[config.mk]
export PLATFORM = sky130hd
export DESIGN_NAME = cpu_opcode_block0_execute_top
export DESIGN_NICKNAME = d
export VERILOG_FILES = /design/src/rtl/cob0_pkg.sv /design/src/rtl/cpu_opcode_block0_execute_top.sv /design/src/rtl/cob0_regfile.sv /design/src/rtl/cob0_exec.sv
export VERILOG_INCLUDE_DIRS = /design/src /design/src/rtl
export SDC_FILE = /design/constraint.sdc
export NUM_CORES = 1
export LEC_CHECK = 0
export BUFFER_PORTS_ARGS = -buffer_cell sky130_fd_sc_hd__buf_4
export CELL_PAD_IN_SITES_DETAIL_PLACEMENT = 1
export CELL_PAD_IN_SITES_GLOBAL_PLACEMENT = 2
export CORE_UTILIZATION = 39
export DETAILED_ROUTE_END_ITERATION = 8
export GPL_ROUTABILITY_DRIVEN = 0
export GPL_TIMING_DRIVEN = 0
export HOLD_SLACK_MARGIN = 0.12
export PLACE_DENSITY = 0.78
export SLEW_MARGIN = 20
export SYNTH_ARGS = -nofsm -noshare
export SYNTH_HDL_FRONTEND = slang
export SYNTH_SLANG_ARGS = --single-unit
[constraint.sdc]
create_clock -name clk -period 5.55 [get_ports clk]
set_clock_uncertainty 0.1 [all_clocks]
set_input_delay 1.11 -clock clk [delete_from_list [all_inputs] [get_ports clk]]
set_output_delay 1.11 -clock clk [all_outputs]
set_load 0.01 [all_outputs]
[src/rtl/cpu_opcode_block0_execute_top_macros.svh]
// Assertion macros shared by the instruction execute block.
`ifndef CPU_OPCODE_BLOCK0_EXECUTE_TOP_MACROS_SVH
`define CPU_OPCODE_BLOCK0_EXECUTE_TOP_MACROS_SVH

`ifndef ASSERT_OFF

// Check an implication or plain property on every rising edge outside reset.
`define COB0_ASSERT(lbl, clk, rst_n, prop) \
	lbl: assert property (@(posedge clk) disable iff (!rst_n) prop) \
		else $error("cob0 assertion failed");

// Check that a condition never holds outside reset.
`define COB0_ASSERT_NEVER(lbl, clk, rst_n, cond) \
	lbl: assert property (@(posedge clk) disable iff (!rst_n) !(cond)) \
		else $error("cob0 forbidden condition seen");

`else

`define COB0_ASSERT(lbl, clk, rst_n, prop)
`define COB0_ASSERT_NEVER(lbl, clk, rst_n, cond)

`endif

`endif

[src/rtl/cob0_pkg.sv]
// Types, codes and helper functions for the opcode block 0 execute unit.
package cob0_pkg;

	// Flag bits
	localparam logic [7:0] FLAG_Z = 8'b1000_0000;
	localparam logic [7:0] FLAG_N = 8'b0100_0000;
	localparam logic [7:0] FLAG_H = 8'b0010_0000;
	localparam logic [7:0] FLAG_C = 8'b0001_0000;
	localparam logic [7:0] MASK_KEEP_Z = 8'h8f;
	localparam logic [7:0] MASK_KEEP_NC = 8'h1f;
	localparam logic [7:0] MASK_DAA_KEEP = 8'h4f;
	localparam logic [7:0] MASK_CCF_KEEP = 8'h9f;
	localparam logic [7:0] DAA_LIMIT = 8'h9a;
	localparam logic [7:0] DAA_CORR_LO = 8'h06;
	localparam logic [7:0] DAA_CORR_HI = 8'h60;
	localparam logic [3:0] DAA_NIBBLE_MAX = 4'h9;

	// Full opcodes with their own behavior
	localparam logic [5:0] OP_LD_A16_SP = 6'h08;
	localparam logic [5:0] OP_STOP = 6'h10;
	localparam logic [5:0] OP_JR = 6'h18;
	localparam logic [5:0] OP_JR_COND = 6'h20;

	// Instruction groups, taken from the low three opcode bits
	localparam logic [2:0] GRP_MISC0 = 3'd0;
	localparam logic [2:0] GRP_PAIR16 = 3'd1;
	localparam logic [2:0] GRP_LD_IND = 3'd2;
	localparam logic [2:0] GRP_INCDEC16 = 3'd3;
	localparam logic [2:0] GRP_INC8 = 3'd4;
	localparam logic [2:0] GRP_DEC8 = 3'd5;
	localparam logic [2:0] GRP_LD_D8 = 3'd6;

	// 8-bit register codes
	localparam logic [2:0] R_B = 3'd0;
	localparam logic [2:0] R_C = 3'd1;
	localparam logic [2:0] R_D = 3'd2;
	localparam logic [2:0] R_E = 3'd3;
	localparam logic [2:0] R_H = 3'd4;
	localparam logic [2:0] R_L = 3'd5;
	localparam logic [2:0] R_MEM = 3'd6;
	localparam logic [2:0] R_A = 3'd7;

	// Accumulator and flag operations of the last group
	localparam logic [2:0] AOP_RLCA = 3'd0;
	localparam logic [2:0] AOP_RRCA = 3'd1;
	localparam logic [2:0] AOP_RLA = 3'd2;
	localparam logic [2:0] AOP_RRA = 3'd3;
	localparam logic [2:0] AOP_DAA = 3'd4;
	localparam logic [2:0] AOP_CPL = 3'd5;
	localparam logic [2:0] AOP_SCF = 3'd6;

	// Register pair codes
	localparam logic [1:0] PAIR_BC = 2'd0;
	localparam logic [1:0] PAIR_DE = 2'd1;
	localparam logic [1:0] PAIR_HL = 2'd2;
	localparam logic [1:0] PAIR_SP = 2'd3;

	// Cycle counts
	localparam logic [4:0] CYC_0 = 5'd0;
	localparam logic [4:0] CYC_4 = 5'd4;
	localparam logic [4:0] CYC_8 = 5'd8;
	localparam logic [4:0] CYC_12 = 5'd12;
	localparam logic [4:0] CYC_20 = 5'd20;

	typedef struct packed {
		logic [7:0] a;
		logic [7:0] f;
		logic [7:0] b;
		logic [7:0] c;
		logic [7:0] d;
		logic [7:0] e;
		logic [7:0] h;
		logic [7:0] l;
		logic [15:0] sp;
		logic [15:0] pc;
	} cob0_state_t;

	typedef struct packed {
		logic [5:0] opcode;
		logic [15:0] immediate;
		logic [7:0] mem_data;
	} cob0_item_t;

	typedef struct packed {
		logic [4:0] cycles;
		logic [15:0] access_address;
		logic write_enable;
		logic write_word;
		logic [15:0] write_data;
		logic [15:0] next_pc;
		logic [7:0] acc_out;
		logic [7:0] flags_out;
	} cob0_result_t;

	function automatic logic [15:0] pair_get(input cob0_state_t st, input logic [1:0] p);
		logic [15:0] v;
		case (p)
			PAIR_BC: v = {st.b, st.c};
			PAIR_DE: v = {st.d, st.e};
			PAIR_HL: v = {st.h, st.l};
			default: v = st.sp;
		endcase
		return v;
	endfunction

	function automatic cob0_state_t pair_set(input cob0_state_t st, input logic [1:0] p,
			input logic [15:0] v);
		cob0_state_t ns;
		ns = st;
		case (p)
			PAIR_BC: begin
				ns.b = v[15:8];
				ns.c = v[7:0];
			end
			PAIR_DE: begin
				ns.d = v[15:8];
				ns.e = v[7:0];
			end
			PAIR_HL: begin
				ns.h = v[15:8];
				ns.l = v[7:0];
			end
			default: ns.sp = v;
		endcase
		return ns;
	endfunction

	function automatic logic [7:0] reg_get(input cob0_state_t st, input logic [2:0] r);
		logic [7:0] v;
		case (r)
			R_B: v = st.b;
			R_C: v = st.c;
			R_D: v = st.d;
			R_E: v = st.e;
			R_H: v = st.h;
			R_L: v = st.l;
			R_A: v = st.a;
			default: v = 8'h00;
		endcase
		return v;
	endfunction

	function automatic cob0_state_t reg_set(input cob0_state_t st, input logic [2:0] r,
			input logic [7:0] v);
		cob0_state_t ns;
		ns = st;
		case (r)
			R_B: ns.b = v;
			R_C: ns.c = v;
			R_D: ns.d = v;
			R_E: ns.e = v;
			R_H: ns.h = v;
			R_L: ns.l = v;
			R_A: ns.a = v;
			default: ns = st;
		endcase
		return ns;
	endfunction

endpackage

[src/rtl/cpu_opcode_block0_execute_top.sv]
// Top level of the opcode block 0 execute unit: input register, execute, result register.
//
// Usage:
//   Instructions arrive on the s_axis channel, one per transaction: opcode, the
//   16-bit immediate that follows it and the memory byte at the instruction's
//   data address. Each instruction yields exactly one result transaction on the
//   m_axis channel: cycle count, data access, store, next PC, A and F.
//   m_axis_tvalid rises once the instruction has waited in the input register and
//   then executed into the result register, which also commits the register file
//   so the next instruction sees the updated state. Throughput is one instruction
//   per clock while m_axis_tready stays high. When the receiver stalls, the result
//   register holds and the input register still takes one more instruction;
//   s_axis_tready then drops until the result is taken. Reset clears A, F, B..L,
//   SP and PC to zero and empties both stages.
module cpu_opcode_block0_execute_top (
	input  logic        clk,
	input  logic        arst_n,
	input  logic        s_axis_tvalid,
	output logic        s_axis_tready,
	// opcode[5:0], immediate[21:6], mem_data[29:22], zero[31:30]
	input  logic [31:0] s_axis_tdata,
	output logic        m_axis_tvalid,
	input  logic        m_axis_tready,
	// cycles[4:0], access_address[20:5], write_enable[21], write_word[22],
	// write_data[38:23], next_pc[54:39], acc_out[62:55], flags_out[70:63], zero[71]
	output logic [71:0] m_axis_tdata
);

	`include "cpu_opcode_block0_execute_top_macros.svh"

	cob0_pkg::cob0_item_t   item_s1;
	logic                   valid_s1;
	cob0_pkg::cob0_result_t result_q;
	logic                   out_valid_q;
	cob0_pkg::cob0_state_t  state;
	cob0_pkg::cob0_state_t  next_state;
	cob0_pkg::cob0_result_t result;
	logic                   advance;
	logic                   exec_go;
	logic                   in_fire;

	assign advance = !out_valid_q || m_axis_tready;
	assign exec_go = valid_s1 && advance;
	assign s_axis_tready = !valid_s1 || advance;
	assign in_fire = s_axis_tvalid && s_axis_tready;

	always_ff @(posedge clk or negedge arst_n) begin
		if (!arst_n) begin
			valid_s1 <= 1'b0;
		end else if (in_fire) begin
			valid_s1 <= 1'b1;
		end else if (exec_go) begin
			valid_s1 <= 1'b0;
		end
	end

	always_ff @(posedge clk) begin
		if (in_fire) begin
			item_s1.opcode <= s_axis_tdata[5:0];
			item_s1.immediate <= s_axis_tdata[21:6];
			item_s1.mem_data <= s_axis_tdata[29:22];
		end
	end

	cob0_exec u_exec (
		.item       (item_s1),
		.state      (state),
		.next_state (next_state),
		.result     (result)
	);

	cob0_regfile u_regfile (
		.clk        (clk),
		.arst_n     (arst_n),
		.commit     (exec_go),
		.next_state (next_state),
		.state      (state)
	);

	always_ff @(posedge clk or negedge arst_n) begin
		if (!arst_n) begin
			out_valid_q <= 1'b0;
		end else if (exec_go) begin
			out_valid_q <= 1'b1;
		end else if (m_axis_tready) begin
			out_valid_q <= 1'b0;
		end
	end

	// Hold the result until the receiver takes the transaction
	always_ff @(posedge clk) begin
		if (exec_go) begin
			result_q <= result;
		end
	end

	assign m_axis_tvalid = out_valid_q;
	assign m_axis_tdata = {1'b0, result_q.flags_out, result_q.acc_out, result_q.next_pc,
		result_q.write_data, result_q.write_word, result_q.write_enable,
		result_q.access_address, result_q.cycles};

	`COB0_ASSERT(a_exec_shows_result, clk, arst_n, exec_go |=> m_axis_tvalid)
	`COB0_ASSERT(a_ready_low_only_full, clk, arst_n,
		!s_axis_tready |-> (valid_s1 && out_valid_q && !m_axis_tready))
	`COB0_ASSERT(a_stall_freezes_state, clk, arst_n,
		(out_valid_q && !m_axis_tready) |=> $stable(state))
	`COB0_ASSERT(a_result_matches_pc, clk, arst_n,
		out_valid_q |-> (result_q.next_pc == state.pc))
	`COB0_ASSERT(a_result_matches_acc_flags, clk, arst_n,
		out_valid_q |-> (result_q.acc_out == state.a && result_q.flags_out == state.f))
	`COB0_ASSERT_NEVER(a_word_store_without_store, clk, arst_n,
		out_valid_q && result_q.write_word && !result_q.write_enable)

endmodule

[src/rtl/cob0_regfile.sv]
// Architectural register file: A, F, B..L, SP and PC, updated once per instruction.
module cob0_regfile (
	input  logic                clk,
	input  logic                arst_n,
	input  logic                commit,
	input  cob0_pkg::cob0_state_t next_state,
	output cob0_pkg::cob0_state_t state
);

	cob0_pkg::cob0_state_t state_q;

	always_ff @(posedge clk or negedge arst_n) begin
		if (!arst_n) begin
			state_q <= '0;
		end else if (commit) begin
			state_q <= next_state;
		end
	end

	assign state = state_q;

endmodule

[src/rtl/cob0_exec.sv]
// Single-pass execute logic for one instruction of opcode block 0x00-0x3F.
module cob0_exec (
	input  cob0_pkg::cob0_item_t  item,
	input  cob0_pkg::cob0_state_t state,
	output cob0_pkg::cob0_state_t next_state,
	output cob0_pkg::cob0_result_t result
);

	logic [5:0] op;
	logic [2:0] r;
	logic [1:0] p;
	logic [15:0] hl;
	logic [15:0] rr;
	logic [16:0] sum;
	logic [12:0] sum_lo;
	logic [7:0] v;
	logic [7:0] a;
	logic [7:0] f;
	logic [7:0] corr;
	logic [7:0] daa_res;
	logic daa_carry;
	logic cond_bit;
	logic taken;
	logic jump;
	logic [1:0] len;
	logic [15:0] npc;
	cob0_pkg::cob0_state_t ns;
	cob0_pkg::cob0_result_t res;

	assign op = item.opcode;
	assign r = op[5:3];
	assign p = op[5:4];
	assign hl = {state.h, state.l};
	assign rr = cob0_pkg::pair_get(state, p);
	assign a = state.a;
	assign f = state.f;
	assign sum = {1'b0, hl} + {1'b0, rr};
	assign sum_lo = {1'b0, hl[11:0]} + {1'b0, rr[11:0]};

	// Decimal adjust of the accumulator
	always_comb begin
		corr = 8'h00;
		daa_carry = 1'b0;
		if ((f & cob0_pkg::FLAG_N) != 8'h00) begin
			if ((f & cob0_pkg::FLAG_H) != 8'h00) corr = corr + cob0_pkg::DAA_CORR_LO;
			if ((f & cob0_pkg::FLAG_C) != 8'h00) begin
				corr = corr + cob0_pkg::DAA_CORR_HI;
				daa_carry = 1'b1;
			end
			daa_res = a - corr;
		end else begin
			if ((f & cob0_pkg::FLAG_H) != 8'h00 || a[3:0] > cob0_pkg::DAA_NIBBLE_MAX)
				corr = corr + cob0_pkg::DAA_CORR_LO;
			if ((f & cob0_pkg::FLAG_C) != 8'h00 || a >= cob0_pkg::DAA_LIMIT) begin
				corr = corr + cob0_pkg::DAA_CORR_HI;
				daa_carry = 1'b1;
			end
			daa_res = a + corr;
		end
	end

	// Condition of a relative jump: opcode bit 4 picks C over Z, bit 3 the polarity
	assign cond_bit = r[1] ? ((f & cob0_pkg::FLAG_C) != 8'h00)
		: ((f & cob0_pkg::FLAG_Z) != 8'h00);
	assign taken = (op >= cob0_pkg::OP_JR_COND) ? (r[0] ? cond_bit : !cond_bit) : 1'b1;

	always_comb begin
		ns = state;
		res = '0;
		res.cycles = cob0_pkg::CYC_4;
		len = 2'd1;
		jump = 1'b0;
		v = 8'h00;
		case (op[2:0])
			cob0_pkg::GRP_MISC0: begin
				if (op == cob0_pkg::OP_LD_A16_SP) begin
					res.access_address = item.immediate;
					res.write_enable = 1'b1;
					res.write_word = 1'b1;
					res.write_data = state.sp;
					res.cycles = cob0_pkg::CYC_20;
					len = 2'd3;
				end else if (op == cob0_pkg::OP_STOP) begin
					res.cycles = cob0_pkg::CYC_0;
				end else if (op >= cob0_pkg::OP_JR) begin
					len = 2'd2;
					res.cycles = taken ? cob0_pkg::CYC_12 : cob0_pkg::CYC_8;
					jump = taken;
				end
			end
			cob0_pkg::GRP_PAIR16: begin
				if (op[3]) begin
					ns.f = (f & cob0_pkg::MASK_KEEP_Z)
						| (sum[16] ? cob0_pkg::FLAG_C : 8'h00)
						| (sum_lo[12] ? cob0_pkg::FLAG_H : 8'h00);
					ns = cob0_pkg::pair_set(ns, cob0_pkg::PAIR_HL, sum[15:0]);
					res.cycles = cob0_pkg::CYC_8;
				end else begin
					ns = cob0_pkg::pair_set(ns, p, item.immediate);
					res.cycles = cob0_pkg::CYC_12;
					len = 2'd3;
				end
			end
			cob0_pkg::GRP_LD_IND: begin
				res.access_address = (p == cob0_pkg::PAIR_BC || p == cob0_pkg::PAIR_DE) ? rr : hl;
				if (op[3]) begin
					ns.a = item.mem_data;
				end else begin
					res.write_enable = 1'b1;
					res.write_data = {8'h00, a};
				end
				// Post-increment or post-decrement of HL
				if (p == cob0_pkg::PAIR_HL) ns = cob0_pkg::pair_set(ns, cob0_pkg::PAIR_HL, hl + 16'd1);
				if (p == cob0_pkg::PAIR_SP) ns = cob0_pkg::pair_set(ns, cob0_pkg::PAIR_HL, hl - 16'd1);
				res.cycles = cob0_pkg::CYC_8;
			end
			cob0_pkg::GRP_INCDEC16: begin
				ns = cob0_pkg::pair_set(ns, p, op[3] ? rr - 16'd1 : rr + 16'd1);
				res.cycles = cob0_pkg::CYC_8;
			end
			cob0_pkg::GRP_INC8, cob0_pkg::GRP_DEC8: begin
				v = (r == cob0_pkg::R_MEM) ? item.mem_data : cob0_pkg::reg_get(state, r);
				if (op[2:0] == cob0_pkg::GRP_INC8) begin
					v = v + 8'd1;
					ns.f = (f & cob0_pkg::MASK_KEEP_NC)
						| ((v[3:0] == 4'h0) ? cob0_pkg::FLAG_H : 8'h00);
				end else begin
					v = v - 8'd1;
					ns.f = (f & cob0_pkg::MASK_KEEP_NC) | cob0_pkg::FLAG_N
						| ((v[3:0] == 4'hf) ? cob0_pkg::FLAG_H : 8'h00);
				end
				if (v == 8'h00) ns.f = ns.f | cob0_pkg::FLAG_Z;
				if (r == cob0_pkg::R_MEM) begin
					res.access_address = hl;
					res.write_enable = 1'b1;
					res.write_data = {8'h00, v};
					res.cycles = cob0_pkg::CYC_12;
				end else begin
					ns = cob0_pkg::reg_set(ns, r, v);
				end
			end
			cob0_pkg::GRP_LD_D8: begin
				v = item.immediate[7:0];
				len = 2'd2;
				if (r == cob0_pkg::R_MEM) begin
					res.access_address = hl;
					res.write_enable = 1'b1;
					res.write_data = {8'h00, v};
					res.cycles = cob0_pkg::CYC_12;
				end else begin
					ns = cob0_pkg::reg_set(ns, r, v);
					res.cycles = cob0_pkg::CYC_8;
				end
			end
			default: begin
				case (r)
					cob0_pkg::AOP_RLCA: begin
						ns.a = {a[6:0], a[7]};
						ns.f = {3'b000, a[7], 4'h0};
					end
					cob0_pkg::AOP_RRCA: begin
						ns.a = {a[0], a[7:1]};
						ns.f = {3'b000, a[0], 4'h0};
					end
					cob0_pkg::AOP_RLA: begin
						ns.a = {a[6:0], f[4]};
						ns.f = {3'b000, a[7], 4'h0};
					end
					cob0_pkg::AOP_RRA: begin
						ns.a = {f[4], a[7:1]};
						ns.f = {3'b000, a[0], 4'h0};
					end
					cob0_pkg::AOP_DAA: begin
						ns.a = daa_res;
						ns.f = (f & cob0_pkg::MASK_DAA_KEEP)
							| (daa_carry ? cob0_pkg::FLAG_C : 8'h00)
							| ((daa_res == 8'h00) ? cob0_pkg::FLAG_Z : 8'h00);
					end
					cob0_pkg::AOP_CPL: begin
						ns.a = ~a;
						ns.f = f | cob0_pkg::FLAG_N | cob0_pkg::FLAG_H;
					end
					cob0_pkg::AOP_SCF: begin
						ns.f = (f & cob0_pkg::MASK_KEEP_Z) | cob0_pkg::FLAG_C;
					end
					default: begin
						ns.f = (f ^ cob0_pkg::FLAG_C) & cob0_pkg::MASK_CCF_KEEP;
					end
				endcase
			end
		endcase
	end

	// Next PC: length, plus the sign-extended offset when the jump is taken
	assign npc = state.pc + {14'd0, len}
		+ (jump ? {{8{item.immediate[7]}}, item.immediate[7:0]} : 16'd0);

	always_comb begin
		next_state = ns;
		next_state.pc = npc;
		result = res;
		result.next_pc = npc;
		result.acc_out = ns.a;
		result.flags_out = ns.f;
	end

endmodule

==> results of run 1 <==
[worst max-delay path by stage]
| stage | cells after the start | to | slack [ns] |
|---|---|---|---|
| after floorplan | 21 | u_regfile.state[15] | 0.56 |
| final | 17 | u_regfile.state[47] | 0.15 |
| after CTS | 16 | u_regfile.state[78] | 0.08 |
| after detailed placement | 18 | u_regfile.state[44] | -1.20 |
| after global routing | 16 | u_regfile.state[54] | 0.002 |
| after global placement | 18 | u_regfile.state[44] | -1.22 |
[cell families (layout without fill, tap and decap cells)]
kind of cell	Yosys count	in the layout	share of synthesized area [%]
buffers and inverters	121	259	3.66
AOI/OAI and AO/OA	461	461	23.0
xor gates and xnor gates	57	57	3.70
other	1	3	0.0278
and+or+nand+nor	447	447	15.4
adders and majority gates	89	89	8.59
DFF	197	197	40.2
muxes	66	66	5.43
[worst max-delay path, delay by kind of cell (launching register included)]
family                   cells  cell delay [ns]
flip-flops                   1             0.52
AO/OA/AOI/OAI               10             2.46
XOR/XNOR                     1             0.12
adder cells (fa/ha/maj)      1             0.36
buffers and inverters        5             1.71
[cell type report]
cell class | instances | area (um2) | area share [%]
multi-input cells | 1123 | 7610 | 48.7
flip-flops and latches | 197 | 5430 | 34.7
repair buffers | 110 | 891 | 5.70
well taps | 448 | 561 | 3.59
clock buffers | 17 | 425 | 2.72
plain buffers | 74 | 349 | 2.23
clock inverters | 15 | 204 | 1.30
inverters | 43 | 165 | 1.06
[layer usage]
layer	vias to the layer above	global-route usage, %	wire (um)
met3	113	4.94	3340
li1	5630	-	-
met5	-	0	0
met1	6240	40.9	23200
met4	0	13.4	2260
met2	485	52.0	25800
[power breakdown]
group,internal [mW],switching [mW],total [mW]
registers,1.93,0.415,2.35
logic,1.39,2.06,3.45
clock network,0.621,0.699,1.32
[cell usage in the layout, fill, tap and decap left out, types with 18 or more instances in the layout]
| cell | synthesis | layout |
|---|---|---|
| nor3_1 | 27 | 25 |
| and2_1 | 25 | 24 |
| mux2i_1 | 27 | 27 |
| a221o_1 | 21 | 21 |
| mux2_2 | 37 | 37 |
| nand3_1 | 28 | 28 |
| edfxtp_1 | 99 | 99 |
| o21a_1 | 21 | 21 |
| nor2_1 | 135 | 135 |
| dfrtp_1 | 98 | 98 |
| a221oi_1 | 19 | 19 |
| inv_1 | 38 | 38 |
| clkbuf_1 | 51 | 41 |
| nor2b_1 | 22 | 22 |
| a21o_1 | 24 | 24 |
| o21ai_0 | 92 | 90 |
| buf_4 | 4 | 108 |
| nand2_1 | 146 | 146 |
| xnor2_1 | 40 | 40 |
| a31oi_1 | 38 | 38 |
| ha_1 | 83 | 83 |
| a21oi_1 | 109 | 108 |
| a22oi_1 | 18 | 18 |
[registers in the layout, indices dropped and copies added, names as in the netlist]
signal and count:
m_axis_tdata 69, valid_s1 1, item_s1 30, m_axis_tvalid 1
u_regfile.state 96
[timing repair]
item,in CTS,in global routing
resized for setup,18,12
setup endpoints to repair,70,22
setup buffers,1,0
==> metrics.csv, run 1 <==
metric,value,unit
outcome,"complete, no violations",
r2r_start,item_s1[29],
ant_nets,0,
drv_cap,0,
reg2reg_slack,0.15,ns
path_clk_slew,0.08,ns
synthTopCellsByCount,"nand2_1 (146), nor2_1 (135), a21oi_1 (109), edfxtp_1 (99), dfrtp_1 (98)",
worstPathArrival,5.65,ns
vias,12500,
reg2reg_depth,17,
synth.distinct_cells,85,
slowest_stage,edfxtp_1,
dpl.hpwl,42.0,mm
die_h,188,um
ys.flop_type,edfxtp_1,
fin_crit,5.40,ns
firstDrtPassIters,6,
async_reset_ff_share,49.7,%
synth_top_area_cell,edfxtp_1,
nets,1691,
max_freq,185,MHz
rr_endpoint,u_regfile.state[47],
path_cells,buf_2 > buf_2 > clkbuf_2 > buf_2 > clkbuf_2 > o21ai_0 > a21oi_1 > ha_1 > a21oi_1 > o21bai_1 > a21oi_1 > o31ai_2 > o22ai_1 > xnor2_1 > a22o_1 > a221o_1 > o41a_1,
placed_area,0.0150,mm2
drt_iter0_drc,1104,
cts_tree,done,
antenna_found_initial,0,
synth_cells,1439,
synth_area,0.0135,mm2
diodes,0,
first_global_vias,12800,
power_density,455,mW/mm2
place_ws,-1.20,ns
grt_pass1_wl,82.2,mm
min_path_type,register to register,
core-area,0.0338,mm2
ys_seq_area_share,40.2,%
drv_slew,0,
num_rows,67,
die_area,0.0353,mm2
final-instance-count-excl-fill,2027,
hold_violations,0,
max-vdd-ir-drop,259,uV
final_area,0.0156,mm2
synth_edf_count,99,
grt_usage,31.5,%
drive_above_1_share,14.9,%
crit_type,register to register,
nFillCells,3907,
wirelength,54.7,mm
synth-seq-cells,197,
hold_start,u_regfile.state[83],
cts-buffers-inserted,17,
drcViolationCount,0,
fin_tns_setup,0,ns
hold_buffers,0,
htree_levels,4,
slew_headroom,24.4,%
worstMarginPinSlew,1.13,ns
cts_buffer_depth,2,
cts.sinks,197,
worstPathMaxFanout,10,
fin_util,46.3,%
total_power,7.12,mW
dp_cells,1998,
holdWs,0.385,ns
setup_viol,0,
endpoint_kind,register,
via_per_inst,6.15,
die_width,188,um
gr-total-overflow,0,
start_kind,register,
clock_latency,0.48,ns
cts_root_buf,clkbuf_16,
fin_crit_sh,97.3,%
yosysWarnings,0,
hold_path_end,u_regfile.state[83],
grt_start_max_net_pins,68,
yosysTopAreaCellShare,22.0,%
p_leak,6.61,nW
start_util,39.9,%
cp_slowest_stage_delay,0.52,ns
worstSetupStartpoint,item_s1[29],
timing.final.ws_setup,0.152,ns
ys_top_cells_by_area,"edfxtp_1 (22%), dfrtp_1 (18%), ha_1 (7.7%), nand2_1 (4.1%), a21oi_1 (4.0%)",
wl_per_cell,27.0,um
syn_area_per_cell,9.38,um2
syn2layout_area_growth,15.8,%
rsz0062_at_grt,false,
synth_most_common_cell,nand2_1,
ioPinCount,110,
cp.required,5.81,ns
port_buffers,104,
holdPathStages,1,
Power figures use the tool's default switching activity.
==> run 2: changes to the inputs <==
--- a/config.mk
+++ b/config.mk
@@ -9,6 +9,7 @@
 export BUFFER_PORTS_ARGS = -buffer_cell sky130_fd_sc_hd__buf_4
 export CELL_PAD_IN_SITES_DETAIL_PLACEMENT = 1
 export CELL_PAD_IN_SITES_GLOBAL_PLACEMENT = 2
+export CORE_ASPECT_RATIO = 0.6
 export CORE_UTILIZATION = 39
 export DETAILED_ROUTE_END_ITERATION = 8
 export GPL_ROUTABILITY_DRIVEN = 0
==> run 2 against run 1 <==
Against the previous run:
- sequential cell count unchanged
- count of clock-buffer cells in the layout up 2
- sequential power about the same
- critical path depth up 4
- combinational power up 4%
==> metrics.csv, run 2 (synthesis results as in run 1) <==
metric,value,unit,change
fin_crit,5.37,ns,-0.0317 ns
setup_viol,0,,unchanged
drcViolationCount,0,,unchanged
crit_type,register to register,,
final_cell_mix,"nand2_1 (146), nor2_1 (134), buf_4 (116), a21oi_1 (108), edfxtp_1 (99)",,
placed_area,0.0150,mm2,+0.17%
max-vdd-ir-drop,230,uV,-11%
outcome,"complete, no violations",,
die_width,242,um,+29%
ioPinCount,110,,unchanged
cts.sinks,197,,unchanged
wirelength,59.0,mm,+7.9%
fin_crit_sh,96.7,%,-0.57 points
cp.required,5.80,ns,about the same
ant_nets,0,,unchanged
worstPathMaxFanout,10,,unchanged
worstMarginPinSlew,1.11,ns,-0.0108 ns
hold_buffers,0,,unchanged
antenna_found_initial,3,,+3
min_path_type,register to register,,
endpoint_kind,register,,
first_global_vias,12600,,-1.3%
start_util,39.8,%,-0.13 points
cts-buffers-inserted,17,,unchanged
rsz0062_at_grt,false,,
vias,13000,,+4.3%
die_area,0.0354,mm2,about the same
place_ws,-1.43,ns,-0.228 ns
grt_pass1_wl,86.1,mm,+4.8%
cts_buffer_depth,2,,unchanged
path_common_cell,clkbuf_4,,
cts_root_buf,clkbuf_16,,
grt_start_max_net_pins,69,,+1.5%
p_leak,6.68,nW,+0.94%
cp_slowest_stage_delay,0.53,ns,about the same
clock_latency,0.47,ns,about the same
start_kind,register,,
port_buffers,104,,unchanged
wl_per_cell,28.8,um,+6.9%
largest_reg_flops,96,,unchanged
hold_violations,0,,unchanged
final_common_cell,nand2_1,,
drt_iter0_drc,1560,,+41%
syn2layout_area_growth,16.6,%,
slowest_stage,fa_1,,
gr-total-overflow,0,,unchanged
num_rows,52,,-22%
firstDrtPassIters,6,,unchanged
final_area,0.0157,mm2,+0.63%
timing.final.ws_setup,0.184,ns,+0.0317 ns
via_per_inst,6.36,,+3.3%
die_h,146,um,-22%
path_clk_slew,0.08,ns,about the same
cts_tree,done,,
core-area,0.0339,mm2,+0.34%
drv_cap,0,,unchanged
worstPathArrival,5.62,ns,-0.03 ns
max_freq,186,MHz,+0.59%
htree_levels,4,,unchanged
path_cells,buf_4 > clkbuf_2 > clkbuf_4 > clkbuf_4 > clkbuf_4 > a21oi_1 > o21ai_0 > nand2_1 > fa_1 > ha_1 > inv_1 > fa_1 > nor2b_1 > o21ai_0 > a21boi_1 > o21a_1 > o21ai_2 > o2111ai_2 > a31oi_1 > xnor2_1 > mux2_2,,
power_density,463,mW/mm2,+1.7%
nets,1698,,+0.41%
holdWs,0.381,ns,-0.00350 ns
drive_above_1_share,15.9,%,+0.94 points
drv_slew,0,,unchanged
slew_headroom,25.7,%,+1.3 points
diodes,0,,unchanged
dpl.hpwl,46.3,mm,+10%
grt_usage,33.4,%,+1.9 points
==> run 2: cell types whose count changed in the layout (fill, tap and decap cells not counted), sizes merged, moves of 2 or more <==
| cell | before | now |
|---|---|---|
| clkbuf | 69 | 74 |
| inv | 46 | 49 |
| clkinvlp | 2 | 0 |
| clkinv | 10 | 6 |
| buf | 131 | 135 |
==> run 2: path summary, 6_finish.rpt <==
path | from | to | slack, ns | cells past startpoint
worst max-delay path | item_s1[27] | u_regfile.state[15] | 0.18 | 21
worst min-delay path | u_regfile.state[83] | u_regfile.state[83] | 0.38 | 1
worst max register to register | item_s1[27] | u_regfile.state[15] | 0.18 | 21
worst min register to register | u_regfile.state[83] | u_regfile.state[83] | 0.38 | 1
max in group asynchronous | arst_n | u_regfile.state[31] | 4.19 | 2
min in group asynchronous | arst_n | u_regfile.state[5] | 0.42 | 1
==> run 2: what timing repair did <==
action                                  4_1_cts  5_1_grt
setup buffers                                 1        2
resized for setup                            37       23
pin swaps                                     0        1
endpoints found under the setup margin       71       28
==> run 2: area by class of cell <==
| class | count | area [um2] |
|---|---|---|
| fillers | 3879 | 18200 |
| multi-input cells | 1123 | 7650 |
| flip-flops and latches | 197 | 5430 |
| repair buffers | 113 | 917 |
| well taps | 459 | 574 |
| clock buffers | 19 | 475 |
| plain buffers | 78 | 393 |
| inverters | 43 | 163 |
| clock inverters | 13 | 129 |
==> run 2: critical path, delay by kind of cell, from the launching register on <==
| kind | cells | cell delay [ns] |
|---|---|---|
| adder cells (fa/ha/maj) | 3 | 1.11 |
| AND/OR/NAND/NOR | 2 | 0.26 |
| XOR/XNOR | 1 | 0.16 |
| flip-flops | 1 | 0.50 |
| AO/OA/AOI/OAI | 8 | 1.39 |
| multiplexers | 1 | 0.27 |
| buffers and inverters | 6 | 1.42 |
==> run 2: power by group <==
group          switching [mW]  internal [mW]  leakage [nW]
Clock                   0.645          0.687         0.305
Sequential              0.421           1.93          2.17
Combinational            2.19           1.41          4.20
==> run 2: per-stage QoR <==
step | setup TNS, ns | total power, mW | util (%) | std cells
final | 0 | 7.29 | 46.4 | 2045
after global routing | 0 | 7.69 | 46.4 | 2045
after CTS | 0 | 7.18 | 46.2 | 2043
after detailed placement | -48.08 | 5.80 | 44.2 | 2010
after global placement | -118.35 | 5.68 | 43.8 | 2004
after floorplan | 0 | 4.58 | - | 1441
==> run 2: per-layer routing <==
metal	GRT usage (%)	routed length, um	vias up
li1	-	-	5652
met1	50.9	28400	6554
met5	0	22	-
met4	6.80	865	4
met2	41.5	21600	718
met3	15.8	8130	71
